**src/sv/skmh_pkg.sv**
```systemverilog
package skmh_pkg;

    localparam int DATA_W     = 32;
    localparam int KEEP_W     = 5;
    localparam int K_MAX_DEF  = 16;
    localparam logic [KEEP_W-1:0] KEEP_RESET = 5'd1;

    typedef enum logic [3:0] {
        S_IDLE,
        S_UP_RD,
        S_UP_CMP,
        S_ROOT_RD,
        S_ROOT_CMP,
        S_DN_RDL,
        S_DN_RDR,
        S_DN_CMP,
        S_FIN,
        S_POP_RD,
        S_POP_EMIT,
        S_POP_LAST
    } state_t;

    typedef struct packed {
        logic              valid;
        logic [DATA_W-1:0] value;
        logic              last;
    } emit_t;

endpackage

```
**src/sv/skmh_ram.sv**
```systemverilog
module skmh_ram #(
    parameter int DEPTH = skmh_pkg::K_MAX_DEF,
    parameter int AW    = (DEPTH > 1) ? $clog2(DEPTH) : 1,
    parameter int DW    = skmh_pkg::DATA_W
) (
    input  logic          clk,
    input  logic          wr_en,
    input  logic [AW-1:0] wr_addr,
    input  logic [DW-1:0] wr_data,
    input  logic          rd_en,
    input  logic [AW-1:0] rd_addr,
    output logic [DW-1:0] rd_data
);

    logic [DW-1:0] mem [DEPTH];
    logic [DW-1:0] rd_data_reg;

    always_ff @(posedge clk)
    begin
        if (wr_en)
        begin
            mem[wr_addr] <= wr_data;
        end
        if (rd_en)
        begin
            rd_data_reg <= mem[rd_addr];
        end
    end

    assign rd_data = rd_data_reg;

endmodule

```
**src/sv/skmh_ctrl.sv**
```systemverilog
module skmh_ctrl #(
    parameter int K_MAX = skmh_pkg::K_MAX_DEF,
    parameter int CW    = $clog2(K_MAX + 1)
) (
    input  logic                          clk,
    input  logic                          rst_n,
    input  logic                          in_take,
    input  logic [skmh_pkg::DATA_W-1:0]   value,
    input  logic                          is_final,
    input  logic [CW-1:0]                 k,
    input  logic                          out_free,
    output logic                          idle,
    output skmh_pkg::emit_t               emit
);

    localparam int IW = (K_MAX > 1) ? $clog2(K_MAX) : 1;
    localparam int LW = IW + 2;
    localparam int DW = skmh_pkg::DATA_W;

    skmh_pkg::state_t state_reg, state_next;

    logic [CW-1:0] held_reg, held_next;
    logic [IW-1:0] idx_reg, idx_next;
    logic [IW-1:0] best_idx_reg, best_idx_next;
    logic [DW-1:0] best_val_reg, best_val_next;
    logic [DW-1:0] cur_reg, cur_next;
    logic          fin_reg, fin_next;

    logic          wr_en, rd_en;
    logic [IW-1:0] wr_addr, rd_addr;
    logic [DW-1:0] wr_data, rd_data;

    logic [DW-1:0] cmp_a, cmp_b;
    logic          gt;
    logic [LW-1:0] l_ext, r_ext, held_ext;
    logic [IW-1:0] parent;
    logic          l_ok, r_ok, take_r, emit_now;

    skmh_ram #(
        .DEPTH (K_MAX),
        .AW    (IW),
        .DW    (DW)
    ) u_ram (
        .clk     (clk),
        .wr_en   (wr_en),
        .wr_addr (wr_addr),
        .wr_data (wr_data),
        .rd_en   (rd_en),
        .rd_addr (rd_addr),
        .rd_data (rd_data)
    );

    // shared signed comparator: a > b
    always_comb
    begin
        unique case (state_reg)
            skmh_pkg::S_UP_CMP:
            begin
                cmp_a = cur_reg;
                cmp_b = rd_data;
            end
            skmh_pkg::S_DN_CMP:
            begin
                cmp_a = rd_data;
                cmp_b = best_val_reg;
            end
            default:
            begin
                cmp_a = rd_data;
                cmp_b = cur_reg;
            end
        endcase
    end

    assign gt       = $signed(cmp_a) > $signed(cmp_b);
    assign l_ext    = {1'b0, idx_reg, 1'b1};
    assign r_ext    = l_ext + LW'(1);
    assign held_ext = LW'(held_reg);
    assign parent   = (idx_reg - IW'(1)) >> 1;
    assign l_ok     = l_ext < held_ext;
    assign r_ok     = r_ext < held_ext;
    assign take_r   = r_ok && gt;
    assign emit_now = held_reg <= k;
    assign idle     = state_reg == skmh_pkg::S_IDLE;

    always_comb
    begin
        state_next = state_reg;
        unique case (state_reg)
            skmh_pkg::S_IDLE:
            begin
                if (in_take)
                begin
                    priority if (held_reg < k)
                        state_next = skmh_pkg::S_UP_RD;
                    else if (held_reg != '0)
                        state_next = skmh_pkg::S_ROOT_RD;
                    else
                        state_next = skmh_pkg::S_FIN;
                end
            end
            skmh_pkg::S_UP_RD:
                state_next = (idx_reg == '0) ? skmh_pkg::S_FIN : skmh_pkg::S_UP_CMP;
            skmh_pkg::S_UP_CMP:
                state_next = gt ? skmh_pkg::S_UP_RD : skmh_pkg::S_FIN;
            skmh_pkg::S_ROOT_RD:
                state_next = skmh_pkg::S_ROOT_CMP;
            skmh_pkg::S_ROOT_CMP:
                state_next = gt ? skmh_pkg::S_DN_RDL : skmh_pkg::S_FIN;
            skmh_pkg::S_DN_RDL:
                state_next = l_ok ? skmh_pkg::S_DN_RDR : skmh_pkg::S_FIN;
            skmh_pkg::S_DN_RDR:
                state_next = skmh_pkg::S_DN_CMP;
            skmh_pkg::S_DN_CMP:
                state_next = (take_r || best_idx_reg != idx_reg) ?
                             skmh_pkg::S_DN_RDL : skmh_pkg::S_FIN;
            skmh_pkg::S_FIN:
                state_next = (fin_reg && held_reg != '0) ?
                             skmh_pkg::S_POP_RD : skmh_pkg::S_IDLE;
            skmh_pkg::S_POP_RD:
                state_next = skmh_pkg::S_POP_EMIT;
            skmh_pkg::S_POP_EMIT:
            begin
                if (!emit_now || out_free)
                    state_next = skmh_pkg::S_POP_LAST;
            end
            skmh_pkg::S_POP_LAST:
                state_next = skmh_pkg::S_DN_RDL;
            default:
                state_next = skmh_pkg::S_IDLE;
        endcase
    end

    // hole-based sifting: cur_reg is the value travelling through the heap
    always_comb
    begin
        held_next     = held_reg;
        idx_next      = idx_reg;
        best_idx_next = best_idx_reg;
        best_val_next = best_val_reg;
        cur_next      = cur_reg;
        fin_next      = fin_reg;
        wr_en         = 1'b0;
        wr_addr       = idx_reg;
        wr_data       = cur_reg;
        rd_en         = 1'b0;
        rd_addr       = '0;
        emit.valid    = 1'b0;
        emit.value    = rd_data;
        emit.last     = held_reg == CW'(1);
        unique case (state_reg)
            skmh_pkg::S_IDLE:
            begin
                if (in_take)
                begin
                    cur_next = value;
                    fin_next = is_final;
                    if (held_reg < k)
                    begin
                        idx_next  = held_reg[IW-1:0];
                        held_next = held_reg + CW'(1);
                    end
                end
            end
            skmh_pkg::S_UP_RD:
            begin
                if (idx_reg == '0)
                    wr_en = 1'b1;
                else
                begin
                    rd_en   = 1'b1;
                    rd_addr = parent;
                end
            end
            skmh_pkg::S_UP_CMP:
            begin
                wr_en = 1'b1;
                if (gt)
                begin
                    wr_data  = rd_data;
                    idx_next = parent;
                end
            end
            skmh_pkg::S_ROOT_RD:
                rd_en = 1'b1;
            skmh_pkg::S_ROOT_CMP:
                idx_next = '0;
            skmh_pkg::S_DN_RDL:
            begin
                if (l_ok)
                begin
                    rd_en   = 1'b1;
                    rd_addr = l_ext[IW-1:0];
                end
                else
                    wr_en = 1'b1;
            end
            skmh_pkg::S_DN_RDR:
            begin
                if (gt)
                begin
                    best_idx_next = l_ext[IW-1:0];
                    best_val_next = rd_data;
                end
                else
                begin
                    best_idx_next = idx_reg;
                    best_val_next = cur_reg;
                end
                if (r_ok)
                begin
                    rd_en   = 1'b1;
                    rd_addr = r_ext[IW-1:0];
                end
            end
            skmh_pkg::S_DN_CMP:
            begin
                wr_en = 1'b1;
                priority if (take_r)
                begin
                    wr_data  = rd_data;
                    idx_next = r_ext[IW-1:0];
                end
                else if (best_idx_reg != idx_reg)
                begin
                    wr_data  = best_val_reg;
                    idx_next = best_idx_reg;
                end
                else
                    wr_data = cur_reg;
            end
            skmh_pkg::S_FIN:
            begin
            end
            skmh_pkg::S_POP_RD:
                rd_en = 1'b1;
            skmh_pkg::S_POP_EMIT:
            begin
                // top sits in rd_data until the last entry is fetched
                if (!emit_now || out_free)
                begin
                    emit.valid = emit_now;
                    held_next  = held_reg - CW'(1);
                    rd_en      = 1'b1;
                    rd_addr    = IW'(held_reg - CW'(1));
                end
            end
            skmh_pkg::S_POP_LAST:
            begin
                cur_next = rd_data;
                idx_next = '0;
            end
            default:
            begin
            end
        endcase
    end

    always_ff @(posedge clk or negedge rst_n)
    begin
        if (!rst_n)
        begin
            state_reg <= skmh_pkg::S_IDLE;
            held_reg  <= '0;
            fin_reg   <= 1'b0;
        end
        else
        begin
            state_reg <= state_next;
            held_reg  <= held_next;
            fin_reg   <= fin_next;
        end
    end

    always_ff @(posedge clk)
    begin
        idx_reg      <= idx_next;
        best_idx_reg <= best_idx_next;
        best_val_reg <= best_val_next;
        cur_reg      <= cur_next;
    end

endmodule

```
**src/sv/smallest_k_max_heap_select.sv**
```systemverilog
// Smallest-k selector. Signed values arrive on the input channel (value,
// is_final); the k smallest of a run are kept in a max-heap held in a small
// RAM, k being keep_count saturated to K_MAX. keep_count is written through
// keep_count_we/keep_count; the user must do so only while the block is idle,
// as the block itself does not enforce this; it resets to 1. Input transfer:
// in_valid high and in_stall low. in_stall is high while an element is being
// processed; the next transfer lands on the edge after it drops. Work after
// a transfer: insert reads and compares/writes each parent visited, writes
// the root if it climbs to the top and closes; replace reads and compares
// the top, closes at once if it stays, else descends level by level (read
// left, read right, compare/write), ends in a leaf write or a compare that
// moves nothing, then closes. The single RAM read port and the shared
// comparator serialise these steps. On the element marked is_final the heap
// is drained largest first: each pop reads the top, emits it, fetches the last
// entry, sifts the moved entry down and closes; pops beyond k leave no result.
// Results go through an output register (out_valid, kept_value, last_result);
// the final result of a run carries last_result. While out_stall holds the
// register full, draining pauses and the payload stays put. After reset the
// heap is empty, no result is pending and keep_count is 1.
module smallest_k_max_heap_select #(
    parameter int K_MAX = skmh_pkg::K_MAX_DEF
) (
    input  logic                                 clk,
    input  logic                                 rst_n,
    input  logic                                 keep_count_we,
    input  logic [skmh_pkg::KEEP_W-1:0]          keep_count,
    input  logic                                 in_valid,
    output logic                                 in_stall,
    input  logic signed [skmh_pkg::DATA_W-1:0]   value,
    input  logic                                 is_final,
    output logic                                 out_valid,
    input  logic                                 out_stall,
    output logic signed [skmh_pkg::DATA_W-1:0]   kept_value,
    output logic                                 last_result
);

    localparam int CW = $clog2(K_MAX + 1);
    localparam int KW = (CW > skmh_pkg::KEEP_W) ? CW : skmh_pkg::KEEP_W;

    logic [skmh_pkg::KEEP_W-1:0] keep_reg;
    logic [KW-1:0]               keep_ext;
    logic [CW-1:0]               k;
    logic                        idle, in_take, out_free;
    skmh_pkg::emit_t             emit;

    logic                        out_valid_reg, out_valid_next;
    logic [skmh_pkg::DATA_W-1:0] kept_value_reg, kept_value_next;
    logic                        last_result_reg, last_result_next;

    assign keep_ext = KW'(keep_reg);
    assign k        = (keep_ext > KW'(K_MAX)) ? CW'(K_MAX) : CW'(keep_ext);
    assign in_stall = !idle;
    assign in_take  = in_valid && idle;
    assign out_free = !out_valid_reg || !out_stall;

    skmh_ctrl #(
        .K_MAX (K_MAX),
        .CW    (CW)
    ) u_ctrl (
        .clk      (clk),
        .rst_n    (rst_n),
        .in_take  (in_take),
        .value    (value),
        .is_final (is_final),
        .k        (k),
        .out_free (out_free),
        .idle     (idle),
        .emit     (emit)
    );

    always_comb
    begin
        out_valid_next   = out_valid_reg;
        kept_value_next  = kept_value_reg;
        last_result_next = last_result_reg;
        if (emit.valid)
        begin
            out_valid_next   = 1'b1;
            kept_value_next  = emit.value;
            last_result_next = emit.last;
        end
        else if (!out_stall)
            out_valid_next = 1'b0;
    end

    always_ff @(posedge clk or negedge rst_n)
    begin
        if (!rst_n)
        begin
            keep_reg      <= skmh_pkg::KEEP_RESET;
            out_valid_reg <= 1'b0;
        end
        else
        begin
            if (keep_count_we)
                keep_reg <= keep_count;
            out_valid_reg <= out_valid_next;
        end
    end

    always_ff @(posedge clk)
    begin
        kept_value_reg  <= kept_value_next;
        last_result_reg <= last_result_next;
    end

    assign out_valid   = out_valid_reg;
    assign kept_value  = kept_value_reg;
    assign last_result = last_result_reg;

endmodule
```
**config.mk**
```make
export PLATFORM = sky130hd
export DESIGN_NAME = smallest_k_max_heap_select
export DESIGN_NICKNAME = d
export VERILOG_FILES = /design/src/sv/skmh_pkg.sv /design/src/sv/skmh_ram.sv /design/src/sv/skmh_ctrl.sv /design/src/sv/smallest_k_max_heap_select.sv
export SDC_FILE = /design/constraint.sdc
export NUM_CORES = 1
export LEC_CHECK = 0
export ABC_AREA = 1
export BUFFER_PORTS_ARGS = -buffer_cell sky130_fd_sc_hd__buf_4
export CORE_AREA = 4 4 293 367
export CTS_CLUSTER_SIZE = 28
export DETAILED_ROUTE_END_ITERATION = 12
export DIE_AREA = 0 0 297 371
export GPL_TIMING_DRIVEN = 0
export PLACE_DENSITY_LB_ADDON = 0.3
export SYNTH_ARGS = -nofsm -noshare
export SYNTH_HDL_FRONTEND = slang
export SYNTH_SLANG_ARGS = --single-unit
```
**constraint.sdc**
```tcl
create_clock -name clk -period 10.4 [get_ports clk]
set_input_delay 1.56 -clock clk [delete_from_list [all_inputs] [get_ports clk]]
set_output_delay 1.56 -clock clk [all_outputs]
set_load 0.005 [all_outputs]
```
Yosys cells after proc, flatten, opt, wreduce, memory -nomap -nowiden
Memories as Yosys holds them, arrays and structs flattened. A register that Yosys moved wholly into a read port is not among the register bits.
Index checks and enable logic that the tools add are counted.
{"block": "totals", "register_bits": 121, "latch_bits": 0, "ramBits": 512, "romBits": 0, "input_bits": 43, "out_inout_bits": 35, "elab_cells": 116, "memories": 1}
{"name": "u_ctrl.u_ram.mem", "depth": 16, "width": 32, "read_ports": 1, "rd_ports_with_merged_regs": 1, "write_ports": 1, "line_no": "skmh_ram.sv:15", "rtl": "logic [DW-1:0] mem [DEPTH];"}
{"block": "classes", "add_sub_neg": 4, "n_mul": 0, "div_mod_pow": 0, "n_lt_le_gt_ge": 6, "n_eq_ne": 19, "n_shift": 0, "n_mux": 50, "bitwise": 0, "n_reduce_logical": 24}
{"cell": "32-bit case mux with 2 select lines", "n": 3}
{"cell": "32-bit 2-to-1 mux", "n": 5}
{"cell": "4-bit 2-to-1 mux", "n": 19}
{"cell": "4-bit case mux with 12 select lines", "n": 1}
{"cell": "32-bit greater-than comparator", "n": 1}
{"cell": "4-bit case mux with 4 select lines", "n": 2}
{"cell": "5-bit 2-to-1 mux", "n": 4}
{"cell": "4-bit by 3-bit equality test with 1-bit output, second input constant", "n": 4}
{"cell": "4-bit equality test, second input constant", "n": 4}
{"cell": "1-bit 2-to-1 mux", "n": 12}
{"cell": "5-bit less-than comparator", "n": 2}
{"cell": "2-bit by 1-bit != test with 1-bit output, second input constant", "n": 5}
{"cell": "5-bit case mux with 2 select lines", "n": 1}
{"cell": "4-bit by 2-bit equality test with 1-bit output, second input constant", "n": 2}
{"cell": "4-bit zero test", "n": 2}
{"cell": "5-bit by 1-bit adder with 6-bit output, second input constant", "n": 1}
{"cell": "6-bit by 5-bit less-than comparator with 1-bit output", "n": 1}
{"cell": "2-bit AND reduction", "n": 3}
{"cell": "2-bit OR reduction", "n": 3}
{"cell": "5-bit by 1-bit adder with 5-bit output, second input constant", "n": 1}
{"cell": "5-bit by 1-bit equality test with 1-bit output, second input constant", "n": 1}
{"cell": "5-bit greater-than comparator, second input constant", "n": 1}
{"cell": "5-bit less-or-equal comparator", "n": 1}
{"cell": "1-bit case mux with 5 select lines", "n": 1}
{"cell": "15 further kinds", "n": 23}

Logic depth before layout (Yosys ltp)
{"block": "logic_depth", "ltp_word": 8, "ltp_mapped": 28, "depth_no_buf": 26}

Modules after synthesis
Synthesis repeated with hierarchy kept, for this count alone.
{"block": "hier_totals", "hier_cells": 3244, "area_unflattened_um2": 31904.3}
{"mod": "skmh_ram", "instances": 1, "cells_per_inst": 2120, "area_each_um2": 23050.9, "seq_area_each_um2": 16335.7}
{"mod": "skmh_ctrl", "instances": 1, "cells_per_inst": 1055, "area_each_um2": 7586.0, "seq_area_each_um2": 2412.3}
{"mod": "smallest_k_max_heap_select", "instances": 1, "cells_per_inst": 69, "area_each_um2": 1267.5, "seq_area_each_um2": 1142.3}

Worst setup path after synthesis
Ideal clock, no wire load.
{"block": "synth_timing", "path_type": "register to register", "start": "reg u_ctrl.state_reg[0]", "end": "mem u_ctrl.u_ram.mem[0][0] (netlist bit) (data pin)", "arrival_ns": 3.370, "required_time_ns": 10.048, "setup_slack_ns": 6.678, "path_stages_with_launch": 19, "path_buffers": 4, "synth_period_minus_slack_ns": 3.722, "cell_sequence": "dfrtp_1 nor2_2 inv_2 nor2_1 clkbuf_1 clkbuf_1 a221oi_1 ha_1 nand2_1 nor2_1 nand4_1 nor3b_2 nand2_1 nand3_2 nand3_4 buf_6 buf_6 o211ai_2 nand3_1"}
{"block": "synth_between", "elab_chain_cells": 6, "elab_cells_between_ends": 9, "classes_between": "order compare (1); eq/ne (2); mux (5); reduce/logical (1)"}
{"element": "from (decl)", "line_no": "skmh_ctrl.sv:20", "rtl": "skmh_pkg::state_t state_reg, state_next;"}
{"element": "from (signal assigned)", "line_no": "skmh_ctrl.sv:263", "rtl": "state_reg <= skmh_pkg::S_IDLE;"}
{"element": "from (signal assigned)", "line_no": "skmh_ctrl.sv:269", "rtl": "state_reg <= state_next;"}
{"element": "4-bit by 3-bit equality test with 1-bit output / 4-bit by 2-bit equality test with 1-bit output (equally long branches)", "line_no": "skmh_ctrl.sv:56, skmh_ctrl.sv:151"}
{"element": "32-bit case mux with 2 select lines / 32-bit 2-to-1 mux (equally long branches)", "line_no": "skmh_ctrl.sv:56", "rtl": "unique case (state_reg)"}
{"element": "32-bit greater-than comparator", "line_no": "skmh_ctrl.sv:75", "rtl": "assign gt = $signed(cmp_a) > $signed(cmp_b);"}
{"element": "1-bit logical AND", "line_no": "skmh_ctrl.sv:82", "rtl": "assign take_r = r_ok && gt;"}
{"element": "32-bit 2-to-1 mux", "line_no": "skmh_ctrl.sv:219", "rtl": "priority if (take_r)"}
{"element": "32-bit case mux with 2 select lines (*)", "line_no": "skmh_ctrl.sv:151", "rtl": "unique case (state_reg)"}
{"element": "named net u_ctrl.u_ram.wr_data[0]", "line_no": "skmh_ram.sv:9", "rtl": "input logic [DW-1:0] wr_data,"}
{"element": "to (decl)", "line_no": "skmh_ram.sv:15"}
The timed path passes the listed nets; every way through them passes the cells marked *.

Final worst setup path
{"block": "layout_timing", "start": "reg u_ctrl.state_reg[0]", "end": "mem u_ctrl.u_ram.mem[13][1] (netlist bit) (data pin)"}
Same word-level chain as after synthesis.

==> metrics.md <==
| Metric | Value |
|---|---|
| Total power draw | ~13 mW |
| CTS buffer count | 67 |
| Max-cap violations | 0 |
| Most common cell after layout, fill and taps aside | nand2_1 |
| Detailed Place HPWL | about 66000 um |
| Final std cells w/o fill | ~4400 |
| Critical Setup Path Class | reg2reg |
| R2R setup slack | roughly 4.2 ns |
| Min-Delay Path Depth | 2 |
| Post-route ant nets | 0 |
| Register Area | between 0.015 and 0.02 mm2 |
| Xor and xnor area share after synthesis | 0.002821 |
| Vias in the first global route | about 21000 |
| Largest family of logic cells by synthesized area | simple AND/OR/NAND/NOR gates |
| Die W | 297 um |
| # setup viols final | 0 |
| Fraction of registers with async set/reset | 0.02406 |
| # fillers | about 10000 |
| Post-Synth Simple-Gate Area | 0.2288 |
| Maximum VDD drop | roughly 0.00025 V |
| Compound-cell area share of the yosys netlist | 0.05195 |
| Final wirelength | 90300 um |
| Largest stage delay on the critical path | 0.62 ns |
| Ratio of final minimum period to clock period | 0.5949 |
| Top FF cell, synth | edfxtp_1 |
| Nets | a little over 3000 |
| Slew Viols, Final | 0 |
| Headroom to the max-slew limit | 0.3392 |
| IO Port Bufs | 76 |
| Buf/Inv on CP | 5 |
| Largest fanout on the critical path | 16 |
| CTS root buf | clkbuf_16 |
| Most frequent cells in the layout | 955 x nand2_1, 649 x edfxtp_1, 412 x nand3_1 |
| Netlist cell types | between 40 and 50 |
| Clk buf depth | 3 |
| Tot GR Track Use | 0.1608 |
| H-tree Lvls | 3 |
| Largest net degree at the start of global routing | 33 |
| First-pass GRT wire length | around 130000 um |
| Post-CTS Setup Bufs | 0 |
| Post_cts resized | 0 |
| RR Endpoint | u_ctrl.u_ram.mem[13][1] |
| #FFs+latches synth | around 670 |
| CTS tree | yes |
| Worst-Margin Slew | 0.9912 ns |
| Core ar. | roughly 0.10 mm2 |
| Detailed Routing Iterations Pass 1 | 7 |
| Final GP Congestion | around 0.94 |
| Post-synthesis adder-cell area fraction | 0.02136 |
| Max FFs per register | about 500 |
| Worst R2R Start | u_ctrl.state_reg[0] |
| Register with the most flip-flops | u_ctrl.u_ram.mem |
| Worst Hold Class | reg2reg |
| DR vias | between 20000 and 25000 |
| Synthesized instance count | 2864 |
| CTS Hold Buffers Added | 0 |
| Hold_sp | keep_ext[0] |
| Post-route DRC | 0 |
| Status | complete, no violations |
| Multi-input gate area | about 0.0095 mm2 |
| Layout cells sized above 1 | 0.1384 |
| Max Fclk | around 160 MHz |
| Via density | between 4 and 5 |
| Initial antenna violation count | 1 |
| Height of the die | 371 um |
| Final number of hold-violating endpoints | 0 |
| Crit-path cells | nor2_2 > inv_2 > nor2_1 > clkbuf_1 > clkbuf_1 > a221oi_1 > ha_1 > nand2_1 > nor2_1 > nand4_1 > nor3b_2 > nand2_1 > nand3_2 > nand4_4 > inv_4 > buf_2 > nand2_1 > nand3_1 > nand3b_1 |
| Post-Syn Area | 0.03104 mm2 |
| Worst r2r path cells | 19 |
| Clock Sinks | around 670 |
| Power per cell area | 366.0 mW/mm2 |
| Initial drt markers | 1677 |
| Placed cells | 4287 |
| Worst skew pair latency | 0.62 ns |
| Worst setup EP type | flop |
| Slowest-stage cell, CP | nand3b_1 |
| Ports | 78 |
| Hold worst-path end | keep_ext[0] |
| Crit-path leading delay family | simple AND/OR/NAND/NOR gates |
| Worst Setup Start Kind | flop |
| Number of synthesized flops with an enable pin | around 650 |
| Period minus WS final | a little over 6 ns |
| Ys Warns | 0 |
| Clock Skew | approximately 0.023 ns |
| Static Leak | around 13 nW |
| Cell mode on critical path | nand2_1 |
| RSZ-0062 raised after global routing | false |
| Worst EP arrival | roughly 6.3 ns |
| Total gr overflow | 0 |
| Diode count | 0 |
| Starting Density | 0.2998 |
| Worst-path clk slew | roughly 0.07 ns |
| Die Footprint | 0.1102 mm2 |
| Synthesized area per cell | 10.84 um2 |
| Multiplexer area fraction after synthesis | 0.001088 |
| Placement Rows | 132 |
| Area delta synth->final | 14.82% |
| Drt wl/cell | between 20 and 25 um |
| Sum Neg Setup Slack | 0 ns |
| Register area share after synthesis | 0.6407 |
| Worst endpoint required time | 10.50 ns |
| Synth Net Count | 2960 |
-- metrics by stage --
step / hold slack, ns / setup slack [ns] / area, um2 / util
after floorplan: 0.4603 / 6.678 / 31040 / -
after global placement: 0.4784 / 4.288 / 33290 / 0.3215
after detailed placement: 0.4920 / 4.279 / 33460 / 0.3231
after CTS: 0.5004 / 4.227 / 35520 / 0.3430
after global routing: 0.5258 / 3.894 / 35650 / 0.3442
final: 0.4932 / 4.213 / 35650 / 0.3442
-- where the power goes --
group	internal [mW]	total (mW)	leakage (nW)	switching [mW]
logic	1.86	6.52	6.28	4.66
clock network	1.30	2.33	1.00	1.03
registers	3.96	4.20	6.07	0.243
total	7.11	13.0	13.3	5.93
-- how the worst max path moves through the flow --
stage / startpoint / end / slack [ns] / cells after the start
floorplan: u_ctrl.state_reg[0] / u_ctrl.u_ram.mem[0][0] / 6.68 / 18
global placement: u_ctrl.state_reg[2] / u_ctrl.u_ram.mem[1][6] / 4.29 / 22
detailed placement: u_ctrl.state_reg[0] / u_ctrl.u_ram.mem[0][6] / 4.28 / 19
CTS: u_ctrl.state_reg[0] / u_ctrl.u_ram.mem[10][6] / 4.23 / 19
global route: u_ctrl.state_reg[3] / u_ctrl.u_ram.mem[10][6] / 3.89 / 19
finish: u_ctrl.state_reg[0] / u_ctrl.u_ram.mem[13][1] / 4.21 / 19
-- cells in the mapped netlist (3+ instances only) --
cell | n | area, um2
a21o_1 | 3 | 22.52
a21oi_1 | 26 | 130.1
a221oi_1 | 31 | 271.5
buf_12 | 7 | 140.1
buf_2 | 72 | 360.4
buf_4 | 21 | 157.7
buf_6 | 22 | 247.7
clkbuf_1 | 44 | 165.2
dfrtp_1 | 15 | 375.4
edfxtp_1 | 649 | 19490
ha_1 | 53 | 663.1
inv_1 | 141 | 529.3
inv_2 | 9 | 33.78
inv_4 | 3 | 18.77
mux2_2 | 3 | 33.78
nand2_1 | 956 | 3588
nand2_2 | 5 | 31.28
nand2_4 | 4 | 45.04
nand3_1 | 412 | 2062
nand3_2 | 62 | 620.6
nand3b_1 | 31 | 232.7
nand4_1 | 8 | 50.05
nor2_1 | 66 | 247.7
nor2_2 | 6 | 37.54
nor2_4 | 3 | 33.78
nor3_1 | 4 | 20.02
o211ai_1 | 25 | 187.7
o211ai_2 | 10 | 125.1
o21a_1 | 33 | 247.7
o21ai_0 | 108 | 540.5
o21bai_1 | 3 | 22.52
xor2_1 | 8 | 70.07
-- kinds of logic (layout without fill, tap and decap cells) --
kind of cell / Yosys count / in the layout
muxes: 3 / 3
AOI/OAI and AO/OA: 246 / 246
and+or+nand+nor: 1568 / 1568
xor gates and xnor gates: 10 / 10
DFF: 665 / 665
adders and majority gates: 53 / 53
buffers and inverters: 319 / 525
-- layout make-up --
| type | instances | area share |
|---|---|---|
| Multi-Input combinational cell | 1880 | 0.2669 |
| Timing Repair Buffer | 88 | 0.02387 |
| Clock inverter | 41 | 0.009091 |
| Tap cell | 1340 | 0.04704 |
| Clock buffer | 77 | 0.04869 |
| Inverter | 153 | 0.01632 |
| Sequential cell | 665 | 0.5580 |
| Buffer | 166 | 0.03005 |
-- per-layer routing --
metal / part of all wire / wire length (um) / vias to the layer above / GRT usage
met5: 0 / 0 / - / 0
met4: 0.039 / 3527 / 0 / 0.07076
met3: 0.049 / 4428 / 194 / 0.01920
met2: 0.51 / 46330 / 684 / 0.2942
met1: 0.40 / 36020 / 10353 / 0.1897
li1: - / - / 10290 / -
-- worst register-to-register path, stage by stage (launching register included) --
cell and delay [ns]:
dfrtp_1 0.46, nor2_2 0.15, inv_2 0.07, nor2_1 0.52, clkbuf_1 0.44, clkbuf_1 0.60
a221oi_1 0.21, ha_1 0.42, nand2_1 0.09, nor2_1 0.22, nand4_1 0.24, nor3b_2 0.28
nand2_1 0.25, nand3_2 0.22, nand4_4 0.15, inv_4 0.19, buf_2 0.33, nand2_1 0.10
nand3_1 0.09, nand3b_1 0.62
(Power assumes the default switching activity.)
